--- config.mk ---
export PLATFORM = sky130hd
export DESIGN_NAME = multilevel_feedback_queue_scheduler_top
export DESIGN_NICKNAME = d
export VERILOG_FILES = /design/src/mfqs_pkg.sv /design/src/mfqs_store.sv /design/src/mfqs_ctrl.sv /design/src/multilevel_feedback_queue_scheduler_top.sv
export VERILOG_INCLUDE_DIRS = /design/src /design/src/src
export SDC_FILE = /design/constraint.sdc
export NUM_CORES = 2
export LEC_CHECK = 0
export BUFFER_PORTS_ARGS = -buffer_cell sky130_fd_sc_hd__buf_2
export CORE_MARGIN = 2
export CORE_UTILIZATION = 25
export DETAILED_ROUTE_END_ITERATION = 6
export GPL_TIMING_DRIVEN = 0
export PLACE_DENSITY_LB_ADDON = 0.15
export SYNTH_ARGS = -nofsm -noshare
export SYNTH_HDL_FRONTEND = slang
export SYNTH_SLANG_ARGS = --single-unit
--- constraint.sdc ---
create_clock -name clk -period 8.52 [get_ports clk]
set_input_delay 1.704 -clock clk [delete_from_list [all_inputs] [get_ports clk]]
set_output_delay 1.704 -clock clk [all_outputs]
set_load 0.005 [all_outputs]
--- src/assert_macros.svh ---
// Assertion helpers, included by mfqs_ctrl
`ifndef ASSERT_MACROS_SVH
`define ASSERT_MACROS_SVH

// Concurrent check on clk, switched off while rst_n is low
`define ASSERT_CLK(label, prop, msg) \
    label: assert property (@(posedge clk) disable iff (!rst_n) (prop)) \
        else $error(msg);

// Implication check: antecedent in one cycle, consequent in the next
`define ASSERT_NEXT(label, ante, cons, msg) \
    label: assert property (@(posedge clk) disable iff (!rst_n) (ante) |=> (cons)) \
        else $error(msg);

`endif

--- src/mfqs_pkg.sv ---
package mfqs_pkg;

    // Fixed field widths
    localparam int ID_W     = 8;
    localparam int TIME_W   = 16;
    localparam int CLK_W    = 32;
    localparam int STATUS_W = 3;
    localparam int LVL_W    = 2;

    // Number of priority levels, one quantum register each
    localparam int LEVELS    = 3;
    localparam int CFG_IDX_W = 2;

    // Default ring depth per level, also the total store limit
    localparam int QUEUE_DEPTH_DEF = 16;

    typedef enum logic [0:0] {
        CMD_ADD   = 1'b0,
        CMD_SLICE = 1'b1
    } cmd_t;

    typedef enum logic [STATUS_W-1:0] {
        STAT_ACCEPTED = 3'd0,
        STAT_FULL     = 3'd1,
        STAT_FINISHED = 3'd2,
        STAT_DEMOTED  = 3'd3,
        STAT_REQUEUED = 3'd4,
        STAT_IDLE     = 3'd5
    } status_t;

    typedef enum logic [0:0] {
        ST_IDLE = 1'b0,
        ST_EXEC = 1'b1
    } state_t;

    typedef struct packed {
        logic [0:0]        cmd;
        logic [ID_W-1:0]   proc_id;
        logic [TIME_W-1:0] burst_time;
    } in_item_t;

    typedef struct packed {
        logic [STATUS_W-1:0] status;
        logic [ID_W-1:0]     served_id;
        logic [LVL_W-1:0]    served_level;
        logic [TIME_W-1:0]   time_left;
        logic [CLK_W-1:0]    finish_time;
    } out_item_t;

    // One stored process
    typedef struct packed {
        logic [ID_W-1:0]   id;
        logic [TIME_W-1:0] remain;
    } entry_t;

    // Reset quantum of a level: 4, 8, 16, ...
    function automatic logic [TIME_W-1:0] quantum_reset(input int lvl);
        logic [31:0] q;
        q = 32'd4 << lvl;
        return q[TIME_W-1:0];
    endfunction

endpackage

--- src/mfqs_store.sv ---
module mfqs_store
    import mfqs_pkg::*;
#(
    parameter int DEPTH = LEVELS * QUEUE_DEPTH_DEF,
    localparam int ADDR_W = $clog2(DEPTH)
)
(
    input  logic              clk,
    input  logic              rd_en,
    input  logic [ADDR_W-1:0] rd_addr,
    output entry_t            rd_data,
    input  logic              wr_en,
    input  logic [ADDR_W-1:0] wr_addr,
    input  entry_t            wr_data
);

    entry_t mem [DEPTH];
    entry_t rd_data_reg;

    // Write port
    always_ff @(posedge clk)
    begin
        if (wr_en)
        begin
            mem[wr_addr] <= wr_data;
        end
    end

    // Registered read port, holds its data until the next read
    always_ff @(posedge clk)
    begin
        if (rd_en)
        begin
            rd_data_reg <= mem[rd_addr];
        end
    end

    assign rd_data = rd_data_reg;

endmodule

--- src/mfqs_ctrl.sv ---
module mfqs_ctrl
    import mfqs_pkg::*;
#(
    parameter int QUEUE_DEPTH = QUEUE_DEPTH_DEF,
    localparam int ADDR_W = $clog2(LEVELS * QUEUE_DEPTH)
)
(
    input  logic              clk,
    input  logic              rst_n,
    input  logic [TIME_W-1:0] quantum [LEVELS],
    input  logic              in_valid,
    output logic              in_stall,
    input  in_item_t          in_data,
    output logic              out_valid,
    input  logic              out_stall,
    output out_item_t         out_data,
    output logic              rd_en,
    output logic [ADDR_W-1:0] rd_addr,
    input  entry_t            rd_data,
    output logic              wr_en,
    output logic [ADDR_W-1:0] wr_addr,
    output entry_t            wr_data
);

    `include "assert_macros.svh"

    localparam int PTR_W = $clog2(QUEUE_DEPTH);
    localparam int CNT_W = $clog2(QUEUE_DEPTH + 1);
    localparam int SUM_W = CNT_W + $clog2(LEVELS + 1);

    // Queue bookkeeping
    logic [PTR_W-1:0] head_reg  [LEVELS];
    logic [PTR_W-1:0] head_next [LEVELS];
    logic [PTR_W-1:0] tail_reg  [LEVELS];
    logic [PTR_W-1:0] tail_next [LEVELS];
    logic [CNT_W-1:0] count_reg  [LEVELS];
    logic [CNT_W-1:0] count_next [LEVELS];
    logic [CNT_W-1:0] total_reg, total_next;
    logic [CLK_W-1:0] clock_reg, clock_next;
    state_t           state_reg, state_next;

    // Item held between accept and execute
    logic [0:0]        cmd_reg;
    logic [ID_W-1:0]   id_reg;
    logic [TIME_W-1:0] burst_reg;
    logic [LVL_W-1:0]  lvl_reg;
    logic              hit_reg;

    // Output register
    logic      out_valid_reg, out_valid_next;
    out_item_t out_data_reg, out_data_next;

    logic              in_xfer;
    logic              done;
    logic [LVL_W-1:0]  sel_lvl;
    logic              sel_hit;
    logic [LVL_W-1:0]  dst_lvl;
    logic [TIME_W-1:0] q;
    logic [TIME_W-1:0] rem_left;
    logic              finish;
    logic [SUM_W-1:0]  count_sum;

    function automatic logic [PTR_W-1:0] ring_next(input logic [PTR_W-1:0] p);
        logic [PTR_W:0] p1;
        p1 = {1'b0, p} + 1'b1;
        return (p1 >= (PTR_W + 1)'(QUEUE_DEPTH)) ? '0 : p1[PTR_W-1:0];
    endfunction

    function automatic logic [ADDR_W-1:0] slot_addr(input logic [LVL_W-1:0] lvl,
                                                    input logic [PTR_W-1:0] p);
        return ADDR_W'(lvl) * ADDR_W'(QUEUE_DEPTH) + ADDR_W'(p);
    endfunction

    assign in_stall = (state_reg != ST_IDLE);
    assign in_xfer  = in_valid && !in_stall;
    assign done     = (state_reg == ST_EXEC) && (!out_valid_reg || !out_stall);

    // Highest-priority non-empty level
    always_comb
    begin
        sel_lvl = '0;
        sel_hit = 1'b0;
        for (int i = LEVELS - 1; i >= 0; i--)
        begin
            if (count_reg[i] != '0)
            begin
                sel_lvl = LVL_W'(i);
                sel_hit = 1'b1;
            end
        end
    end

    // Head read issued on the accepting edge
    assign rd_en   = in_xfer && (in_data.cmd == CMD_SLICE) && sel_hit;
    assign rd_addr = slot_addr(sel_lvl, head_reg[sel_lvl]);

    // Slice arithmetic on the entry read back
    assign q        = quantum[lvl_reg];
    assign finish   = (rd_data.remain <= q);
    assign rem_left = rd_data.remain - q;
    assign dst_lvl  = (lvl_reg == LVL_W'(LEVELS - 1)) ? lvl_reg : lvl_reg + 1'b1;

    // Execute step: update queues, write back, form the result
    always_comb
    begin
        head_next      = head_reg;
        tail_next      = tail_reg;
        count_next     = count_reg;
        total_next     = total_reg;
        clock_next     = clock_reg;
        state_next     = state_reg;
        out_valid_next = out_valid_reg;
        out_data_next  = out_data_reg;
        wr_en          = 1'b0;
        wr_addr        = slot_addr('0, tail_reg[0]);
        wr_data        = '{id: id_reg, remain: burst_reg};

        if (out_valid_reg && !out_stall)
        begin
            out_valid_next = 1'b0;
        end

        case (state_reg)
            ST_IDLE:
            begin
                if (in_xfer)
                begin
                    state_next = ST_EXEC;
                end
            end
            ST_EXEC:
            begin
                if (done)
                begin
                    state_next     = ST_IDLE;
                    out_valid_next = 1'b1;
                    out_data_next.served_id    = id_reg;
                    out_data_next.served_level = '0;
                    out_data_next.time_left    = burst_reg;
                    out_data_next.finish_time  = clock_reg;
                    if (cmd_reg == CMD_ADD)
                    begin
                        if (total_reg >= CNT_W'(QUEUE_DEPTH))
                        begin
                            out_data_next.status = STAT_FULL;
                        end
                        else
                        begin
                            out_data_next.status = STAT_ACCEPTED;
                            wr_en         = 1'b1;
                            tail_next[0]  = ring_next(tail_reg[0]);
                            count_next[0] = count_reg[0] + 1'b1;
                            total_next    = total_reg + 1'b1;
                        end
                    end
                    else if (!hit_reg)
                    begin
                        out_data_next.status    = STAT_IDLE;
                        out_data_next.served_id = '0;
                        out_data_next.time_left = '0;
                    end
                    else
                    begin
                        clock_next          = clock_reg + CLK_W'(q);
                        head_next[lvl_reg]  = ring_next(head_reg[lvl_reg]);
                        count_next[lvl_reg] = count_next[lvl_reg] - 1'b1;
                        out_data_next.served_id    = rd_data.id;
                        out_data_next.served_level = lvl_reg;
                        out_data_next.finish_time  = clock_next;
                        if (finish)
                        begin
                            out_data_next.status    = STAT_FINISHED;
                            out_data_next.time_left = '0;
                            total_next              = total_reg - 1'b1;
                        end
                        else
                        begin
                            out_data_next.status    = (dst_lvl == lvl_reg) ?
                                                      STAT_REQUEUED : STAT_DEMOTED;
                            out_data_next.time_left = rem_left;
                            wr_en               = 1'b1;
                            wr_addr             = slot_addr(dst_lvl, tail_reg[dst_lvl]);
                            wr_data             = '{id: rd_data.id, remain: rem_left};
                            tail_next[dst_lvl]  = ring_next(tail_reg[dst_lvl]);
                            count_next[dst_lvl] = count_next[dst_lvl] + 1'b1;
                        end
                    end
                end
            end
            default:
            begin
                state_next = ST_IDLE;
            end
        endcase
    end

    // Control registers
    always_ff @(posedge clk or negedge rst_n)
    begin
        if (!rst_n)
        begin
            for (int i = 0; i < LEVELS; i++)
            begin
                head_reg[i]  <= '0;
                tail_reg[i]  <= '0;
                count_reg[i] <= '0;
            end
            total_reg     <= '0;
            clock_reg     <= '0;
            state_reg     <= ST_IDLE;
            out_valid_reg <= 1'b0;
        end
        else
        begin
            head_reg      <= head_next;
            tail_reg      <= tail_next;
            count_reg     <= count_next;
            total_reg     <= total_next;
            clock_reg     <= clock_next;
            state_reg     <= state_next;
            out_valid_reg <= out_valid_next;
        end
    end

    // Item capture and result payload
    always_ff @(posedge clk)
    begin
        if (in_xfer)
        begin
            cmd_reg   <= in_data.cmd;
            id_reg    <= in_data.proc_id;
            burst_reg <= in_data.burst_time;
            lvl_reg   <= sel_lvl;
            hit_reg   <= sel_hit;
        end
        out_data_reg <= out_data_next;
    end

    assign out_valid = out_valid_reg;
    assign out_data  = out_data_reg;

    // Level occupancy total, for checking only
    always_comb
    begin
        count_sum = '0;
        for (int i = 0; i < LEVELS; i++)
        begin
            count_sum = count_sum + SUM_W'(count_reg[i]);
        end
    end

    `ASSERT_CLK(a_total_bound, total_reg <= CNT_W'(QUEUE_DEPTH),
        "process count above store size")
    `ASSERT_CLK(a_count_sum, count_sum == SUM_W'(total_reg),
        "level counts disagree with total count")
    `ASSERT_CLK(a_result_after_exec, $rose(out_valid_reg) |-> $past(state_reg == ST_EXEC),
        "result raised without an execute step")
    `ASSERT_NEXT(a_accept_exec, in_xfer, state_reg == ST_EXEC,
        "accepted item did not enter execute")

endmodule

--- src/multilevel_feedback_queue_scheduler_top.sv ---
// Multilevel feedback queue scheduler: LEVELS FIFO levels share one entry store of
// LEVELS x QUEUE_DEPTH entries. An add item (cmd 0) queues a process at the tail of
// level 0 unless QUEUE_DEPTH processes are already held; a slice item (cmd 1) serves
// the head of the lowest-numbered non-empty level, charges that level's quantum and
// either finishes it, demotes it, or requeues it at the bottom (idle result if all
// empty). Every item gives exactly one result. Transfer issues any head entry
// read from the two-port synchronous store; execution takes the read data, writes
// the entry back to its new level and loads the output register. The output register
// lets the next item be transferred while a result still waits; an item finishing
// while the previous result is still held waits for it. Quanta are written through
// cfg_wen, cfg_index (0 to 2) and cfg_data, by the user only while the block is
// idle, not enforced by the block. The store needs no initialisation after reset.
module multilevel_feedback_queue_scheduler_top
    import mfqs_pkg::*;
#(
    parameter int QUEUE_DEPTH = QUEUE_DEPTH_DEF
)
(
    input  logic                 clk,
    input  logic                 rst_n,
    input  logic                 cfg_wen,
    input  logic [CFG_IDX_W-1:0] cfg_index,
    input  logic [TIME_W-1:0]    cfg_data,
    input  logic                 in_valid,
    output logic                 in_stall,
    input  in_item_t             in_data,
    output logic                 out_valid,
    input  logic                 out_stall,
    output out_item_t            out_data
);

    localparam int MEM_DEPTH = LEVELS * QUEUE_DEPTH;
    localparam int ADDR_W    = $clog2(MEM_DEPTH);

    logic [TIME_W-1:0] quantum_reg [LEVELS];
    logic              rd_en;
    logic [ADDR_W-1:0] rd_addr;
    entry_t            rd_data;
    logic              wr_en;
    logic [ADDR_W-1:0] wr_addr;
    entry_t            wr_data;

    // Quantum registers
    always_ff @(posedge clk or negedge rst_n)
    begin
        if (!rst_n)
        begin
            for (int i = 0; i < LEVELS; i++)
            begin
                quantum_reg[i] <= quantum_reset(i);
            end
        end
        else
        begin
            for (int i = 0; i < LEVELS; i++)
            begin
                if (cfg_wen && (cfg_index == CFG_IDX_W'(i)))
                begin
                    quantum_reg[i] <= cfg_data;
                end
            end
        end
    end

    mfqs_ctrl #(
        .QUEUE_DEPTH (QUEUE_DEPTH)
    ) u_ctrl (
        .clk       (clk),
        .rst_n     (rst_n),
        .quantum   (quantum_reg),
        .in_valid  (in_valid),
        .in_stall  (in_stall),
        .in_data   (in_data),
        .out_valid (out_valid),
        .out_stall (out_stall),
        .out_data  (out_data),
        .rd_en     (rd_en),
        .rd_addr   (rd_addr),
        .rd_data   (rd_data),
        .wr_en     (wr_en),
        .wr_addr   (wr_addr),
        .wr_data   (wr_data)
    );

    mfqs_store #(
        .DEPTH (MEM_DEPTH)
    ) u_store (
        .clk     (clk),
        .rd_en   (rd_en),
        .rd_addr (rd_addr),
        .rd_data (rd_data),
        .wr_en   (wr_en),
        .wr_addr (wr_addr),
        .wr_data (wr_data)
    );

endmodule
# Yosys cells after proc, flatten, opt, wreduce, memory -nomap -nowiden
# Memories as Yosys holds them, arrays and structs flattened. A register that Yosys moved wholly into a read port is not among the register bits.
# Cells that the tools add are included.
# word_totals
ramBits,1152
n_memories,1
ff_bits,215
output_inout_bits,63
in_bits,48
word_cells,175
# classes
n_bitwise,5
n_reduce_logical,26
magnitude_cmp,10
n_mux,86
addsub,13
eq_ne,8
# memory_table
memory,depth,word_bits,rd,rd_ports_with_merged_regs,wr,line_no,rtl
u_store.mem,48,24,1,1,1,mfqs_store.sv:17,entry_t mem [DEPTH];
# op_table
operator,n
2-to-1 mux 24 bit,5
2-to-1 mux 16 bit,4
2-to-1 mux 5 bit,12
2-to-1 mux 58 bit,1
2-to-1 mux 4 bit,13
adder 32 x 16 -> 32 bit,1
binary-select mux 16 bit (select 2 bit),1
2-to-1 mux 32 bit,1
bitwise mux 15 bit,2
2-to-1 mux 15 bit,2
2-to-1 mux 6 bit,5
binary-select mux 4 bit (select 2 bit),3
bitwise mux 12 bit,2
2-to-1 mux 12 bit,2
binary-select mux 5 bit (select 2 bit),2
demux 5 bit (select 2 bit),2
>= comparator 5 bit (second input constant),4
2-to-1 mux 1 bit,17
demux 4 bit (select 2 bit),2
<= comparator 16 bit,1
subtractor 16 bit,1
adder 4 x 1 -> 5 bit (second input constant),3
adder 5 x 1 -> 5 bit (second input constant),3
AND reduction 5 bit,3
24 further kinds,56

# Longest topological paths before layout
# depth
depth_word,14
mapped_depth,21
mapped_depth_nobuf,15

# Modules after synthesis
# A second synthesis with hierarchy kept.
# hier_totals
hier_cells,3357
hier_area_um2,57562.7
# modules_own_cells
mod,instances,area_per_inst_um2,cells_per_inst,seq_area_each_um2
mfqs_store,1,45417.3,2209,35313.9
mfqs_ctrl,1,10326.2,1046,4624.4
multilevel_feedback_queue_scheduler_top,1,1819.2,102,1204.9

# Worst setup path after synthesis
# No wires, ideal clock.
# synth_path
kind,flip-flop to flip-flop
startpoint,register u_ctrl.lvl_reg[1]
endpoint,memory u_store.mem[0][0] in the netlist's numbering (data pin)
path_buffers,6
path_stages_with_launch,18
path_slack_ps,2038
required_time_ps,7942
synth_period_minus_slack_ps,6482
arrival_ps,5904
setup_time_ps,578
path_cell_list,edfxtp_1 buf_2 buf_1 clkbuf_1 mux2i_1 nor2_1 a21oi_1 fa_1 a21o_1 a221o_1 a2111oi_2 nor3_1 or2_2 clkbuf_1 nand2_1 clkbuf_1 clkbuf_1 o21ai_0
# synth_rtl
item,line_no,rtl
"start, declared",mfqs_ctrl.sv:46,logic [LVL_W-1:0] lvl_reg;
"start signal, assigned",mfqs_ctrl.sv:233,lvl_reg <= sel_lvl;
"end, declared",mfqs_store.sv:17,

# Worst setup path after layout
# layout_path
startpoint,register u_ctrl.lvl_reg[1]
endpoint,"memory u_store.mem[23][19] in the netlist's numbering, enable pin"
# layout_via
elab_chain_cells,12
elab_cells_between_ends,25
cone_classes,2 x add/sub; 1 x order compare; 1 x eq/ne; 19 x mux; 2 x bitwise
# layout_lines
item,line_no,rtl
adder 2 x 1 -> 2 bit (tied with other cells),mfqs_ctrl.sv:101,assign dst_lvl = (lvl_reg == LVL_W'(LEVELS - 1)) ? lvl_reg : lvl_reg + 1'b1;
2-to-1 mux 2 bit / binary-select mux 16 bit (select 2 bit) (equally long branches),"mfqs_ctrl.sv:101, mfqs_ctrl.sv:98",
NOT 2 -> 3 bit (implied by the code) / 2-to-1 mux 16 bit (equally long branches),"mfqs_ctrl.sv:182, mfqs_ctrl.sv:98",
binary-select mux 4 bit (select 2 bit) / 2-to-1 mux 16 bit (equally long branches),"mfqs_ctrl.sv:182, mfqs_ctrl.sv:98",
2-to-1 mux 4 bit (implied by the code) / <= comparator 16 bit (equally long branches),"mfqs_ctrl.sv:182, mfqs_ctrl.sv:99",
2-to-1 mux 4 bit (implied by the code) / 2-to-1 mux 1 bit (equally long branches),"mfqs_ctrl.sv:182, mfqs_ctrl.sv:170",
adder 6 x 4 -> 6 bit / 2-to-1 mux 1 bit (equally long branches),"mfqs_ctrl.sv:71, mfqs_ctrl.sv:156",
2-to-1 mux 6 bit / 2-to-1 mux 1 bit (equally long branches),"mfqs_ctrl.sv:170, mfqs_ctrl.sv:141",
2-to-1 mux 6 bit / 2-to-1 mux 1 bit (equally long branches),"mfqs_ctrl.sv:156, mfqs_ctrl.sv:133",
2-to-1 mux 6 bit / 2-to-1 mux 1 bit (equally long branches),"mfqs_ctrl.sv:141, mfqs_ctrl.sv:123",
2-to-1 mux 6 bit / 2-to-1 mux 1 bit (equally long branches),"mfqs_ctrl.sv:133, mfqs_store.sv:23",
2-to-1 mux 6 bit / 2-to-1 mux 1 bit (equally long branches),"mfqs_ctrl.sv:123, mfqs_store.sv:25",
# Parallel ways exist; a longest one is shown, timed or not. The select of a mux whose other input is x is not followed.

==> qor.txt <==
Setup Viol. Count Final = 0
RePlAce Congestion = 0.855
Crit path capture = u_store.mem[23][19]
Main flop type after synthesis = edfxtp_1
Die Area = 233000 um^2
Initial Util = 25.1%
Area grow syn2layout = 20.7%
Slew @ Worst Pin = 1.52 ns
Share of layout cells above drive strength 1 = 17.3%
Total Routing Usage GR = 17.8%
Final Instance Area = 69000 um^2
Placed Cells = 7219
Placed Area = 63900 um^2
Synth Area per Inst = 14.2 um^2
Run status = finished with violations
Yosys top cell area share = 66.4%
Clock Path Buffers = 3
Syn Inst Count = 4022
R2R cell count = 22
Drt drc = 0
Largest net degree at the start of global routing = 65
Drt pass-1 iters = 6
Row cnt = 175
Setup_tns = 0 ns
FF-to-FF Start = u_ctrl.lvl_reg[1]
Synth warnings = 0
Syn Nets = 4121
Worst hold-check path type = reg2reg
CTS clk-pin slew, worst paths = 0.06 ns
Final worst path period share = 94.2%
Worst Setup End Kind = register
Post-route core utilization = 30.3%
Clock Tree Root = clkbuf_16
Post-synth EDFFs = 1265
CP max FO = 16
Min Tclk post-route = 8.02 ns
Leading cell types by total area after synthesis = edfxtp_1, nand2_1, dfrtp_1
Number of global-route vias before repair = 35.1k
Critical Path Start = u_ctrl.lvl_reg[1]
GR Overflow Total = 0
R2r setup slk = 0.50 ns
FF+latch count, synth = 1391
Cts bufs inserted = 161
Synth area leader = edfxtp_1
Initial antenna violation count = 15
PwrDens = 347 nW/um^2
IR drop worst, VDD = 0.235 mV
Non-filler instance count after layout = 7525
# port buffers = 110
Routed WL per cell = 28.0 um
CTS H-tree lvls = 4
Achievable frequency = 0.125 GHz
Asr flop ratio synth = 9.06%
DRT iter0 DRCs = 3822
Total wire length = 210 mm
Vias per cell = 4.84
Combinational Power Share = 37.5%
Clk sinks = 1391
Cell variety after synth = 81
Routed via count = 36.4k
Post-synthesis sequential area ratio = 71.9%
Post-DP HPWL = 149 mm
Die X = 482 um
PnR worst setup slack = 0.498 ns
Crit path kind = reg2reg
Sequential share of power = 35.1%
Switching part of the total power = 40.4%
Largest register FFs = 1152
Clock Latency Late Sink = 0.82 ns
Post-Syn Area = 57200 um^2
Hold Buf Count CTS = 0
P_int = 14.3 mW
Worst path required time = 9.03 ns
Endpoints failing hold = 0
Worst hold slack = 0.484 ns
WHS Path Cells = 1
NetSw = 9.65 mW
Core Area = 227000 um^2
Final slew viol count = 2
Post-Place Setup Slack = -0.640 ns
Most frequent cells after synthesis = edfxtp_1, nand2_1, nand3_1, nor2_1, a21oi_1
CTS tree = yes
RSZ-0062 raised after global routing = false
Leakage Power = 23.4 nW
CP startpoint kind = register
I/O pins = 111
First-pass GRT wire length = 290 mm
Setup Skew = 0.0352 ns
Critical path arrival = 8.54 ns
Violated checks = slew limit
Cell with the most instances after synthesis = edfxtp_1
RR Endpoint = u_store.mem[23][19]
Fillers = 22.7k
Max Cap Viol = 0
Relative slew slack = -1.06%
Power Total = 23.9 mW
Final #Nets = 4492
ANT nets after route = 0
Die height = 482 um
Clock share of power = 27.4%
[per-layer routing]
layer  wire length (um)  track usage, %  vias up
met5                  7               0        -
met4               5830            5.27        2
met3              12300            2.77      236
met2              94700            27.5     1235
met1              97700            25.8    18949
li1                   -               -    16021
[area by class of cell]
cell class	instances	area [um^2]	area share (%)
antenna	2	5.00	0.00725
buffer	208	970	1.41
clock buffer	201	4200	6.08
clock inverter	83	652	0.945
inverter	52	198	0.286
multi-input combinational	2372	15500	22.5
sequential	1391	41100	59.6
tap	3009	3760	5.46
timing repair buffer	207	2570	3.73
[power by group through the flow]
stage	logic, mW	clock network [mW]	registers (mW)
after floorplan	4.54	0	8.46
after global placement	8.67	0	8.65
after detailed placement	8.94	0	8.55
after CTS	8.98	6.71	8.40
after global routing	9.48	6.96	8.44
final	8.97	6.55	8.41
[worst max-delay path: stages, from the launching register on]
cell	delay, ns
edfxtp_1	0.52
buf_2	0.27
nor2b_1	0.12
buf_2	0.19
clkbuf_1	0.62
buf_1	0.48
nand2_1	0.10
o21ai_1	0.29
ha_1	0.26
inv_1	0.06
fa_1	0.43
a21o_1	0.22
a221o_1	0.37
a2111oi_2	0.43
nor3_1	0.20
or2_2	0.32
clkbuf_1	0.23
nand2_1	0.33
clkbuf_2	0.47
o21a_1	0.24
nand2_1	0.57
nor2_4	0.69
buf_16	0.24
[logic make-up after synthesis]
logic type	synth area share, %
AND/OR/NAND/NOR	10.4
adder cells (fa/ha/maj)	1.16
XOR/XNOR	1.09
multiplexers	6.33
flip-flops	71.9
buffers and inverters	2.03
AO/OA/AOI/OAI	7.05
[worst min path at each step]
stage,start,endpoint,slack (ns)
after floorplan,u_ctrl.total_reg[2],u_ctrl.total_reg[2],0.45
after global placement,u_ctrl.total_reg[3],u_ctrl.total_reg[3],0.48
after detailed placement,u_ctrl.clock_reg[31],u_ctrl.clock_reg[31],0.48
after CTS,u_ctrl.clock_reg[31],u_ctrl.clock_reg[31],0.49
after global routing,u_ctrl.clock_reg[31],u_ctrl.clock_reg[31],0.50
final,u_ctrl.clock_reg[31],u_ctrl.clock_reg[31],0.48
[layout by cell type, fill, tap and decap left out, types with 52 or more instances in the layout]
master and n:
nand3_1 233, nor2_1 103, o22ai_1 52, a32oi_1 85, mux2_2 91, mux4_2 65
clkbuf_16 161, buf_2 188, nand2_1 843, dfrtp_1 123, a21oi_1 134, mux2i_1 113
edfxtp_1 1265, o21ai_0 55, clkbuf_1 126
[repair_timing]
action                     in CTS  in global routing
setup endpoints to repair    1469                123
gates cloned                    2                  0
pin swaps                       8                  4
setup buffers                  14                  5
gates resized for setup         6                  0
hold endpoints to repair        0                  0
Note: power is estimated with default switching activity, not from simulation.
